`src/rtl/tsel_pkg.sv`:
```
package tsel_pkg;

  localparam logic [31:0] ExpMask    = 32'h7F80_0000;
  localparam logic [31:0] FltMaxBits = 32'h7F7F_FFFF;
  localparam logic [31:0] IdEmpty    = 32'hFFFF_FFFF;
  localparam int unsigned KeepW      = 7;

  typedef enum logic [1:0] {
    OP_OFFER = 2'd0,
    OP_CLEAR = 2'd1,
    OP_READ  = 2'd2,
    OP_NONE  = 2'd3
  } op_e;

  typedef enum logic [2:0] {
    REG_MODE    = 3'd0,
    REG_KEEP    = 3'd1,
    REG_THR_EN  = 3'd2,
    REG_THR     = 3'd3,
    REG_REORDER = 3'd4,
    REG_RADIUS  = 3'd5
  } reg_e;

  typedef struct packed {
    op_e         op;
    logic [31:0] distance;
    logic [31:0] id;
    logic        allowed;
  } cmd_t;

  typedef struct packed {
    logic             mode;
    logic [KeepW-1:0] keep;
    logic             thr_en;
    logic [31:0]      thr;
    logic             reorder;
    logic [31:0]      radius;
  } cfg_t;

  function automatic logic f_isnan(input logic [31:0] b);
    f_isnan = ((b & ExpMask) == ExpMask) && (b[22:0] != 23'd0);
  endfunction

  // map to an unsigned key that orders like the float value
  function automatic logic [31:0] f_key(input logic [31:0] b);
    f_key = b[31] ? ~b : (b | 32'h8000_0000);
  endfunction

  function automatic logic f_le(input logic [31:0] a, input logic [31:0] b);
    logic zz;
    zz = (a[30:0] == 31'd0) && (b[30:0] == 31'd0);
    f_le = !f_isnan(a) && !f_isnan(b) && (zz || (f_key(a) <= f_key(b)));
  endfunction

  function automatic logic f_lt(input logic [31:0] a, input logic [31:0] b);
    logic zz;
    zz = (a[30:0] == 31'd0) && (b[30:0] == 31'd0);
    f_lt = !f_isnan(a) && !f_isnan(b) && !zz && (f_key(a) < f_key(b));
  endfunction

endpackage

```
`src/rtl/tsel_front.sv`:
```
module tsel_front
  import tsel_pkg::*;
(
  input  logic clk_i,
  input  logic rst_ni,
  input  logic in_valid_i,
  output logic in_ready_o,
  input  cmd_t in_cmd_i,
  output logic q_valid_o,
  input  logic q_pop_i,
  output cmd_t q_cmd_o
);

  cmd_t       ent_q [2];
  logic       wr_q, rd_q;
  logic [1:0] cnt_q;
  logic       push, pop;

  assign in_ready_o = (cnt_q != 2'd2);
  // unused op codes are dropped here
  assign push       = in_valid_i && in_ready_o && (in_cmd_i.op != OP_NONE);
  assign pop        = q_pop_i && q_valid_o;
  assign q_valid_o  = (cnt_q != 2'd0);
  assign q_cmd_o    = ent_q[rd_q];

  always_ff @(posedge clk_i or negedge rst_ni) begin
    if (!rst_ni) begin
      wr_q  <= 1'b0;
      rd_q  <= 1'b0;
      cnt_q <= 2'd0;
    end else begin
      if (push) wr_q <= ~wr_q;
      if (pop) rd_q <= ~rd_q;
      cnt_q <= cnt_q + {1'b0, push} - {1'b0, pop};
    end
  end

  always_ff @(posedge clk_i) begin
    if (push) ent_q[wr_q] <= in_cmd_i;
  end

endmodule

```
`config.mk`:
```
export PLATFORM = sky130hd
export DESIGN_NAME = tsel_front
export DESIGN_NICKNAME = d
export VERILOG_FILES = /design/src/rtl/tsel_pkg.sv /design/src/rtl/tsel_front.sv
export SDC_FILE = /design/constraint.sdc
export NUM_CORES = 1
export LEC_CHECK = 0
export BUFFER_PORTS_ARGS = -buffer_cell sky130_fd_sc_hd__buf_2
export CAP_MARGIN = 20
export CORE_MARGIN = 8
export CORE_UTILIZATION = 45
export CTS_CLUSTER_SIZE = 25
export DETAILED_ROUTE_END_ITERATION = 12
export HOLD_SLACK_MARGIN = 0.03
export PLACE_DENSITY = 0.7
export SYNTH_ARGS = -nofsm -noshare
export SYNTH_HDL_FRONTEND = slang
export SYNTH_SLANG_ARGS = --single-unit
```
`constraint.sdc`:
```
create_clock -name clk_i -period 4.9 [get_ports clk_i]
set_clock_uncertainty 0.2 [all_clocks]
set_input_delay 0.245 -clock clk_i [delete_from_list [all_inputs] [get_ports clk_i]]
set_output_delay 0.245 -clock clk_i [all_outputs]
set_load 0.01 [all_outputs]
```
==> results of run 1 <==
==> cells in the final DEF, fill, tap and decap left out <==
cell type	count
edfxtp_1	134
buf_2	139
mux2_2	47
xor2_1	1
xnor2_1	3
clkinvlp_4	1
dlygate4sd3_1	70
nand3_1	1
dfrtp_1	3
dfrtp_4	1
inv_1	2
buf_4	4
mux2_4	20
ha_1	2
clkinv_2	4
nor2_4	2
clkinv_4	2
and2_4	1
clkinv_1	2
or2_2	1
bufinv_16	5
nand2_1	1
nand2b_1	1
clkbuf_16	17
clkbuf_1	1
==> through the flow <==
stage / utilization / instance area (sq um) / hold slack (ns) / total power (W) / cells
final: 0.649 / 7310 / 0.111 / 0.00406 / 608
after global routing: 0.649 / 7310 / 0.141 / 0.00426 / 608
after CTS: 0.649 / 7310 / 0.0982 / 0.00413 / 608
after detailed placement: 0.531 / 5980 / -0.142 / 0.00272 / 506
after global placement: 0.531 / 5980 / -0.146 / 0.00271 / 506
after floorplan: - / 5130 / -0.251 / 0.00237 / 228
==> worst max path at each step <==
stage / cells past startpoint / start / to
floorplan: 3 / cnt_q[1] / ent_q[0][0]
global placement: 4 / cnt_q[1] / ent_q[0][51]
detailed placement: 4 / cnt_q[1] / ent_q[0][51]
CTS: 6 / in_cmd_i[65] / ent_q[0][50]
global route: 6 / in_cmd_i[65] / ent_q[0][41]
finish: 6 / in_cmd_i[65] / ent_q[0][50]
==> kinds of logic (layout without fill, tap and decap cells) <==
group / count (synthesis) / in the layout / synth area share
xor gates and xnor gates: 4 / 4 / 0.00683
adders and majority gates: 2 / 2 / 0.00488
buffers and inverters: 10 / 247 / 0.0156
DFF: 138 / 138 / 0.804
muxes: 67 / 67 / 0.162
and+or+nand+nor: 7 / 7 / 0.00732
==> worst reg2reg max path, cell delays in order, from the launching register on <==
cell	delay, ns
dfrtp_1	0.41
nand2b_1	0.11
nand3_1	0.25
nor2_4	0.86
buf_4	0.42
==> per-layer routing <==
| layer | vias to the layer above | global-route usage | wire length, um |
|---|---|---|---|
| met5 | - | 0 | 0 |
| met4 | 0 | 0.0640 | 142 |
| met3 | 16 | 0.0557 | 879 |
| met2 | 108 | 0.226 | 4990 |
| met1 | 1341 | 0.156 | 4060 |
| li1 | 1352 | - | - |
==> layout make-up <==
type | instances | share of cell area
repair buffers | 213 | 0.195
inverters | 2 | 0.00103
well taps | 143 | 0.0245
flip-flops and latches | 138 | 0.564
clock inverters | 14 | 0.0277
clock buffers | 18 | 0.0587
multi-input cells | 80 | 0.129
==> registers in the layout, summed over array words and instances (netlist names) <==
signal	cells
rd_q	1
ent_q	134
wr_q	1
cnt_q	2
==> power breakdown <==
group	internal [W]	total [W]	switching (W)
clock	0.000896	0.00135	0.000450
combinational	0.000546	0.000995	0.000449
sequential	0.00155	0.00172	0.000174
total	0.00299	0.00406	0.00107
==> timing repair <==
| item | 4_1_cts | 5_1_grt |
|---|---|---|
| hold endpoints to repair | 139 | 0 |
| hold buffers | 70 | 0 |
| buffers inserted | 0 | 0 |
==> results.cfg, run 1 <==
[run_status]
status = finished, final reports clean

[yosys]
yosysWarnings = 0
ys_seq_area_frac = 0.804
synth_edf_count = 134
syn_nets = 301
syn_inst = 228
synth_area_sq_um = 5130
yosys_register_bits = 138
async_flop_share = 0.0290
synth_top_area_share = 0.784
synthFlopType = edfxtp_1
synth_cell_types = 17
syn_avg_cell_area_sq_um = 22.5
synthTopCellsByCount = 134 x edfxtp_1, 47 x mux2_2, 20 x mux2_4, 4 x buf_2, 4 x dfrtp_1
synthTopCellsByArea = edfxtp_1 78%, mux2_2 10%, mux2_4 5.9%
yosysMostFrequentCell = edfxtp_1
yosysTopAreaCell = edfxtp_1

[global_route]
grt_max_degree = 69
grt_overflow = 0
antenna_found_initial = 0
grt_pass1_wl_um = 15500
grt_pass1_vias = 3137
track_usage = 0.138

[pwr]
p_leak_nw = 2.85
power_density_nw_per_um2 = 556
ir_drop_mv = 0.291

[min_path]
worstHoldStart = in_valid_i
hold_path_end = wr_q
hold_depth = 3
hp-class = input port to register

[timing]
tightest_slew_ns = 1.03
finalCritPeriodShare = 0.531
min_period_ns = 2.60
rsz0062_at_grt = no
max_freq_mhz = 385
hold_viol_final = 0
setup_viol = 0
max_slew_margin = 0.311
setup_tns_ns = 0
setup_slack_ns = 2.30
slew_viol_final = 0

[setup_path]
crit_path_max_incr_delay_ns = 0.86
rr_endpoint = ent_q[0][50]
crit_path_start_kind = input port
critical_path_class = input port to register
crit_family = simple AND/OR/NAND/NOR gates
r2r_cells = 4
regToRegStartpoint = cnt_q[1]
cp_max_fo = 35
reg2reg_setup_slack_ns = 2.33
critPathBufInv = 3
path_cells = dlygate4sd3_1 > buf_2 > nand2_1 > nand3_1 > nor2_4 > buf_4
worst_setup_path_end_kind = register
critPathRequiredTime_ns = 4.79
worstPathArrival_ns = 2.49
slowest_stage = nor2_4

[route]
wirelength_um = 10100
drc = 0
firstDrtPassIters = 5
vias = 2817
antenna_violating_nets_post_route = 0
wl_per_cell_um = 16.6
drt_iter0_drc = 208
avgViaCountPerCell = 4.63

[finish]
drive_above_1_share = 0.525
area_delta_synth_final_pct = 42.6
n_antenna_cell = 0
seq_area_sq_um = 4130
final.fill_count = 751
nets = 525
multi_input_comb_area_sq_um = 942

[clock_tree]
ctsResizeCount = 0
cts-htree-levels = 4
cts_buffer_depth = 2
cts.root.buffer_cell = clkbuf_16
cts_tree = done
clk_latency_ns = 0.41
clock_sinks = 138
cts-buffers-inserted = 17
clk_pin_slew_ns = 0.05

[floorplan]
start_util = 0.455
die_area_sq_um = 15100
die_width_um = 123
die_h_um = 123
ios = 140
core_area_sq_um = 11300
rows = 39

[placement]
hpwl_um = 6520
place.gp.congestion = 0.735
port_buffers = 139
place_ws_ns = 2.29

[job]
drv_cap = 0
(Power assumes the default switching activity.)
==> run 2, diff against run 1 <==
--- a/config.mk
+++ b/config.mk
@@ -12,7 +12,7 @@
 export CTS_CLUSTER_SIZE = 25
 export DETAILED_ROUTE_END_ITERATION = 12
 export HOLD_SLACK_MARGIN = 0.03
-export PLACE_DENSITY = 0.7
+export PLACE_DENSITY = 0.73
 export SYNTH_ARGS = -nofsm -noshare
 export SYNTH_HDL_FRONTEND = slang
 export SYNTH_SLANG_ARGS = --single-unit
==> constraint.sdc (replaced) <==
create_clock -name clk_i -period 2.1 [get_ports clk_i]
set_clock_uncertainty 0.2 [all_clocks]
set_input_delay 0.105 -clock clk_i [delete_from_list [all_inputs] [get_ports clk_i]]
set_output_delay 0.105 -clock clk_i [all_outputs]
set_load 0.01 [all_outputs]
==> run 2 against run 1 <==
Worst hold slack better by 0.12 ns. Setup slack worse by 2.2 ns. First-iteration DRC count is 46% lower. Final cell count is 0.66% higher. Via count is 1.9% higher. Critical path type is now register to output pin. Non-clock buffer count is 4 higher. Combinational power grew to 2.7 times the previous value.
==> results.cfg, run 2 (synthesis gave the netlist of run 1 again) <==
[min_path]
hp-class = input port to register
worstHoldStart = in_cmd_i[59]
hold_depth = 2
hold_path_end = ent_q[0][59]

[clock_tree]
clock_sinks = 138
cts.root.buffer_cell = clkbuf_16
cts-buffers-inserted = 17
cts-htree-levels = 4
cts_tree = done
clk_pin_slew_ns = 0.06
cts_buffer_depth = 2
clk_latency_ns = 0.40

[timing]
rsz0062_at_grt = no
slew_viol_final = 0
tightest_slew_ns = 0.362
min_period_ns = 2.03
setup_slack_ns = 0.0702
setup_viol = 0
max_freq_mhz = 493
max_slew_margin = 0.759
finalCritPeriodShare = 0.967
hold_viol_final = 0
setup_tns_ns = 0

[placement]
port_buffers = 139
place_ws_ns = 0.114
hpwl_um = 6400
place.gp.congestion = 0.650

[finish]
drive_above_1_share = 0.529
top_regs = ent_q x134, cnt_q x2
final.fill_count = 785
area_delta_synth_final_pct = 43.4
largest_reg_flops = 134
final_common_cell = buf_2
n_antenna_cell = 0
final_cell_mix = 139 x buf_2, 134 x edfxtp_1, 71 x dlygate4sd3_1, 47 x mux2_2, 20 x mux2_4
largest-register = ent_q
nets = 529

[route]
firstDrtPassIters = 4
wirelength_um = 10600
wl_per_cell_um = 17.3
vias = 2870
drc = 0
avgViaCountPerCell = 4.69
antenna_violating_nets_post_route = 0
drt_iter0_drc = 113

[setup_path]
worst_setup_path_end_kind = output pin
worstPathArrival_ns = 1.72
rr_endpoint = cnt_q[1]
cp_max_fo = 27
reg2reg_setup_slack_ns = 0.08
critical_path_class = register to output pin
critPathRequiredTime_ns = 1.79
r2r_cells = 7
regToRegStartpoint = cnt_q[1]
crit_path_start_kind = register
critPathLaunch = rd_q

[pwr]
p_leak_nw = 2.85
total_power_w = 0.00933
power_density_nw_per_um2 = 1270
ir_drop_mv = 0.665

[floorplan]
die_area_sq_um = 15100
start_util = 0.455
ios = 140
rows = 39
die_h_um = 123
core_area_sq_um = 11300
die_width_um = 123

[global_route]
grt_pass1_wl_um = 16100
use_met2 = 0.258
grt_overflow = 0
grt_max_degree = 42
top_usage_layer = met2
globalRouteMet3Util = 0.0520
grt_pass1_vias = 3265
use_met1 = 0.148
track_usage = 0.143
antenna_found_initial = 0

[job]
drv_cap = 0

[run_status]
status = finished, final reports clean
## run 2: layout make-up
type	count	area [sq um]	area share
clock buffers	19	433	0.0588
flip-flops and latches	138	4130	0.561
multi-input cells	80	970	0.132
repair buffers	217	1510	0.206
inverters	2	7.51	0.00102
well taps	143	179	0.0243
clock inverters	13	129	0.0175
## run 2: report_power, final
part	internal (W)	leakage, nW	switching, W
Sequential	0.00362	1.28	0.000187
Clock	0.00173	0.261	0.00108
Combinational	0.00140	1.31	0.00132
Total	0.00675	2.85	0.00259
## run 2: per-layer routing
layer	wire, um	share of wire
met2	5700	0.54
met5	0	0
met4	76	0.0072
met3	792	0.075
met1	4020	0.38
## run 2: worst max path at each step
stage | endpoint | slack [ns] | depth (start not counted)
2_1_floorplan | ent_q[0][0] | -0.16 | 3
3_3_place_gp | cnt_q[1] | 0.17 | 7
3_5_place_dp | cnt_q[1] | 0.11 | 7
4_1_cts | q_cmd_o[11] | 0.04 | 3
5_1_grt | q_cmd_o[11] | 0.001 | 3
6_report | q_cmd_o[11] | 0.07 | 3
## run 2: worst max-delay path, cell delays in order, from the launching register on
cell	delay [ns]
dfrtp_4	0.56
buf_12	0.23
mux2_2	0.37
buf_2	0.15
## run 2: timing repair
action | CTS | global route
resized for setup | 0 | 1
hold endpoints to repair | 140 | 0
endpoints found under the setup margin | 42 | 1
hold buffers | 71 | 0
buffers inserted | 1 | 0
gates cloned | 0 | 0
## run 2: through the flow
| stage | std cells | utilization | hold slack [ns] | instance area, sq um |
|---|---|---|---|---|
| floorplan | 228 | - | -0.391 | 5170 |
| global placement | 508 | 0.538 | -0.283 | 6070 |
| detailed placement | 508 | 0.538 | -0.279 | 6070 |
| CTS | 612 | 0.652 | 0.205 | 7350 |
| global route | 612 | 0.653 | 0.215 | 7360 |
| finish | 612 | 0.653 | 0.230 | 7360 |
==> run 3, diff against run 2 <==
--- a/config.mk
+++ b/config.mk
@@ -12,7 +12,7 @@
 export CTS_CLUSTER_SIZE = 25
 export DETAILED_ROUTE_END_ITERATION = 12
 export HOLD_SLACK_MARGIN = 0.03
-export PLACE_DENSITY = 0.73
+export PLACE_DENSITY = 0.7
 export SYNTH_ARGS = -nofsm -noshare
 export SYNTH_HDL_FRONTEND = slang
 export SYNTH_SLANG_ARGS = --single-unit
==> constraint.sdc (replaced) <==
create_clock -name clk_i -period 2.15 [get_ports clk_i]
set_clock_uncertainty 0.2 [all_clocks]
set_input_delay 0.1075 -clock clk_i [delete_from_list [all_inputs] [get_ports clk_i]]
set_output_delay 0.1075 -clock clk_i [all_outputs]
set_load 0.01 [all_outputs]
==> run 3 against run 2 <==
Global-route usage decreased by 0.30 points. Setup slack improved by 0.043 ns. Utilization decreased by 0.50 points. First-iteration DRC count increased by 26%. Via count decreased by 0.49%. Clock-buffer cell count unchanged. Sequential power decreased by 2%.
==> results.cfg, run 3 (synthesis gave the netlist of run 1 again) <==
[setup_path]
reg2reg_setup_slack_ns = 0.13
worstPathArrival_ns = 1.73
crit_path_max_incr_delay_ns = 0.54
worst_setup_path_end_kind = output pin
r2r_cells = 7
slowest_stage = dfrtp_4
critPathBufInv = 2
rr_endpoint = cnt_q[1]
critPathRequiredTime_ns = 1.84
crit_family = flip-flops
regToRegStartpoint = cnt_q[1]
crit_path_start_kind = register
cp_max_fo = 34
critPathLaunch = rd_q
critical_path_class = register to output pin
path_cells = buf_12 > mux2_2 > buf_2

[clock_tree]
cts-buffers-inserted = 17
cts-htree-levels = 4
cts_buffer_depth = 2
clk_pin_slew_ns = 0.05
clk_latency_ns = 0.40
ctsResizeCount = 0
cts.root.buffer_cell = clkbuf_16
cts_tree = done
clock_sinks = 138

[min_path]
hold_depth = 2
hold_path_end = ent_q[1][25]
worstHoldStart = in_cmd_i[25]
hp-class = input port to register

[pwr]
p_leak_nw = 2.83
total_power_w = 0.00898
power_density_nw_per_um2 = 1230
ir_drop_mv = 0.638

[global_route]
grt_max_degree = 67
track_usage = 0.140
use_met2 = 0.235
globalRouteMet3Util = 0.0483
grt_overflow = 0
grt_pass1_wl_um = 15900
use_met1 = 0.157
antenna_found_initial = 0
grt_pass1_vias = 3208
top_usage_layer = met2

[placement]
hpwl_um = 6250
place.gp.congestion = 0.735
port_buffers = 139
place_ws_ns = 0.148

[run_status]
status = finished, final reports clean

[timing]
min_period_ns = 2.04
max_freq_mhz = 491
max_slew_margin = 0.745
finalCritPeriodShare = 0.947
setup_viol = 0
tightest_slew_ns = 0.382
holdWs_ns = 0.225
slew_viol_final = 0
hold_viol_final = 0
rsz0062_at_grt = no
setup_slack_ns = 0.113

[finish]
final_core_util = 0.648
top_regs = ent_q x134, cnt_q x2
drive_above_1_share = 0.522
area_delta_synth_final_pct = 42.3
largest-register = ent_q
largest_reg_flops = 134
final_cell_mix = 139 x buf_2, 134 x edfxtp_1, 71 x dlygate4sd3_1, 47 x mux2_2, 20 x mux2_4
nets = 526
n_antenna_cell = 0
final_common_cell = buf_2

[route]
wl_per_cell_um = 17.0
drc = 0
drt_iter0_drc = 142
avgViaCountPerCell = 4.71
firstDrtPassIters = 4
antenna_violating_nets_post_route = 0
wirelength_um = 10300
vias = 2856

[job]
drv_cap = 0

[floorplan]
die_h_um = 123
die_area_sq_um = 15100
ios = 140
core_area_sq_um = 11300
die_width_um = 123
rows = 39
start_util = 0.455
## run 3: changes by cell type in the layout (fill, tap and decap cells not counted)
cell and delta:
buf_4 -2, buf_6 -1, xnor2_1 +1, xnor2_2 -1, clkinvlp_4 -2, clkinv_4 -2
clkinv_2 +2
## run 3: worst register-to-register path, cell delays in order, from the launching register on
cell     delay (ns)
dfrtp_1        0.42
or2_2          0.33
and2_4         0.17
ha_1           0.28
inv_1          0.04
ha_1           0.18
xnor2_1        0.18
xnor2_1        0.14
## run 3: metal layers
layer | wire [um] | vias to the layer above
met3 | 750 | 11
li1 | - | 1346
met4 | 136 | 0
met2 | 5190 | 107
met5 | 0 | -
met1 | 4250 | 1392
## run 3: how the worst max path moves through the flow
stage / end / slack [ns] / cells after the start
after floorplan: ent_q[0][0] / -0.11 / 3
after global placement: cnt_q[1] / 0.22 / 7
after detailed placement: cnt_q[1] / 0.15 / 7
after CTS: q_cmd_o[28] / 0.08 / 3
after global routing: cnt_q[1] / 0.04 / 7
final: q_cmd_o[28] / 0.11 / 3
## run 3: what timing repair did
| action | CTS | global route |
|---|---|---|
| buffers inserted | 0 | 0 |
| hold buffers | 71 | 0 |
| hold endpoints to repair | 142 | 0 |
## run 3: cell type report
type / count / area [sq um]
fill: 806 / 3970
clock buffer: 19 / 433
inverter: 2 / 7.51
timing repair buffer: 214 / 1490
multi-input combinational: 80 / 962
tap: 143 / 179
sequential: 138 / 4130
clock inverter: 11 / 106
## run 3: power breakdown
| group | internal, W | switching [W] | leakage (nW) |
|---|---|---|---|
| sequential | 0.00353 | 0.000172 | 1.28 |
| clock | 0.00167 | 0.00101 | 0.261 |
| combinational | 0.00133 | 0.00127 | 1.29 |
| total | 0.00653 | 0.00245 | 2.83 |
## run 3: stage by stage
stage	setup TNS [ns]	instance area, sq um	instances
floorplan	-13.08	5170	228
global placement	0	6050	506
detailed placement	0	6050	506
CTS	0	7300	607
global route	0	7300	607
finish	0	7300	607
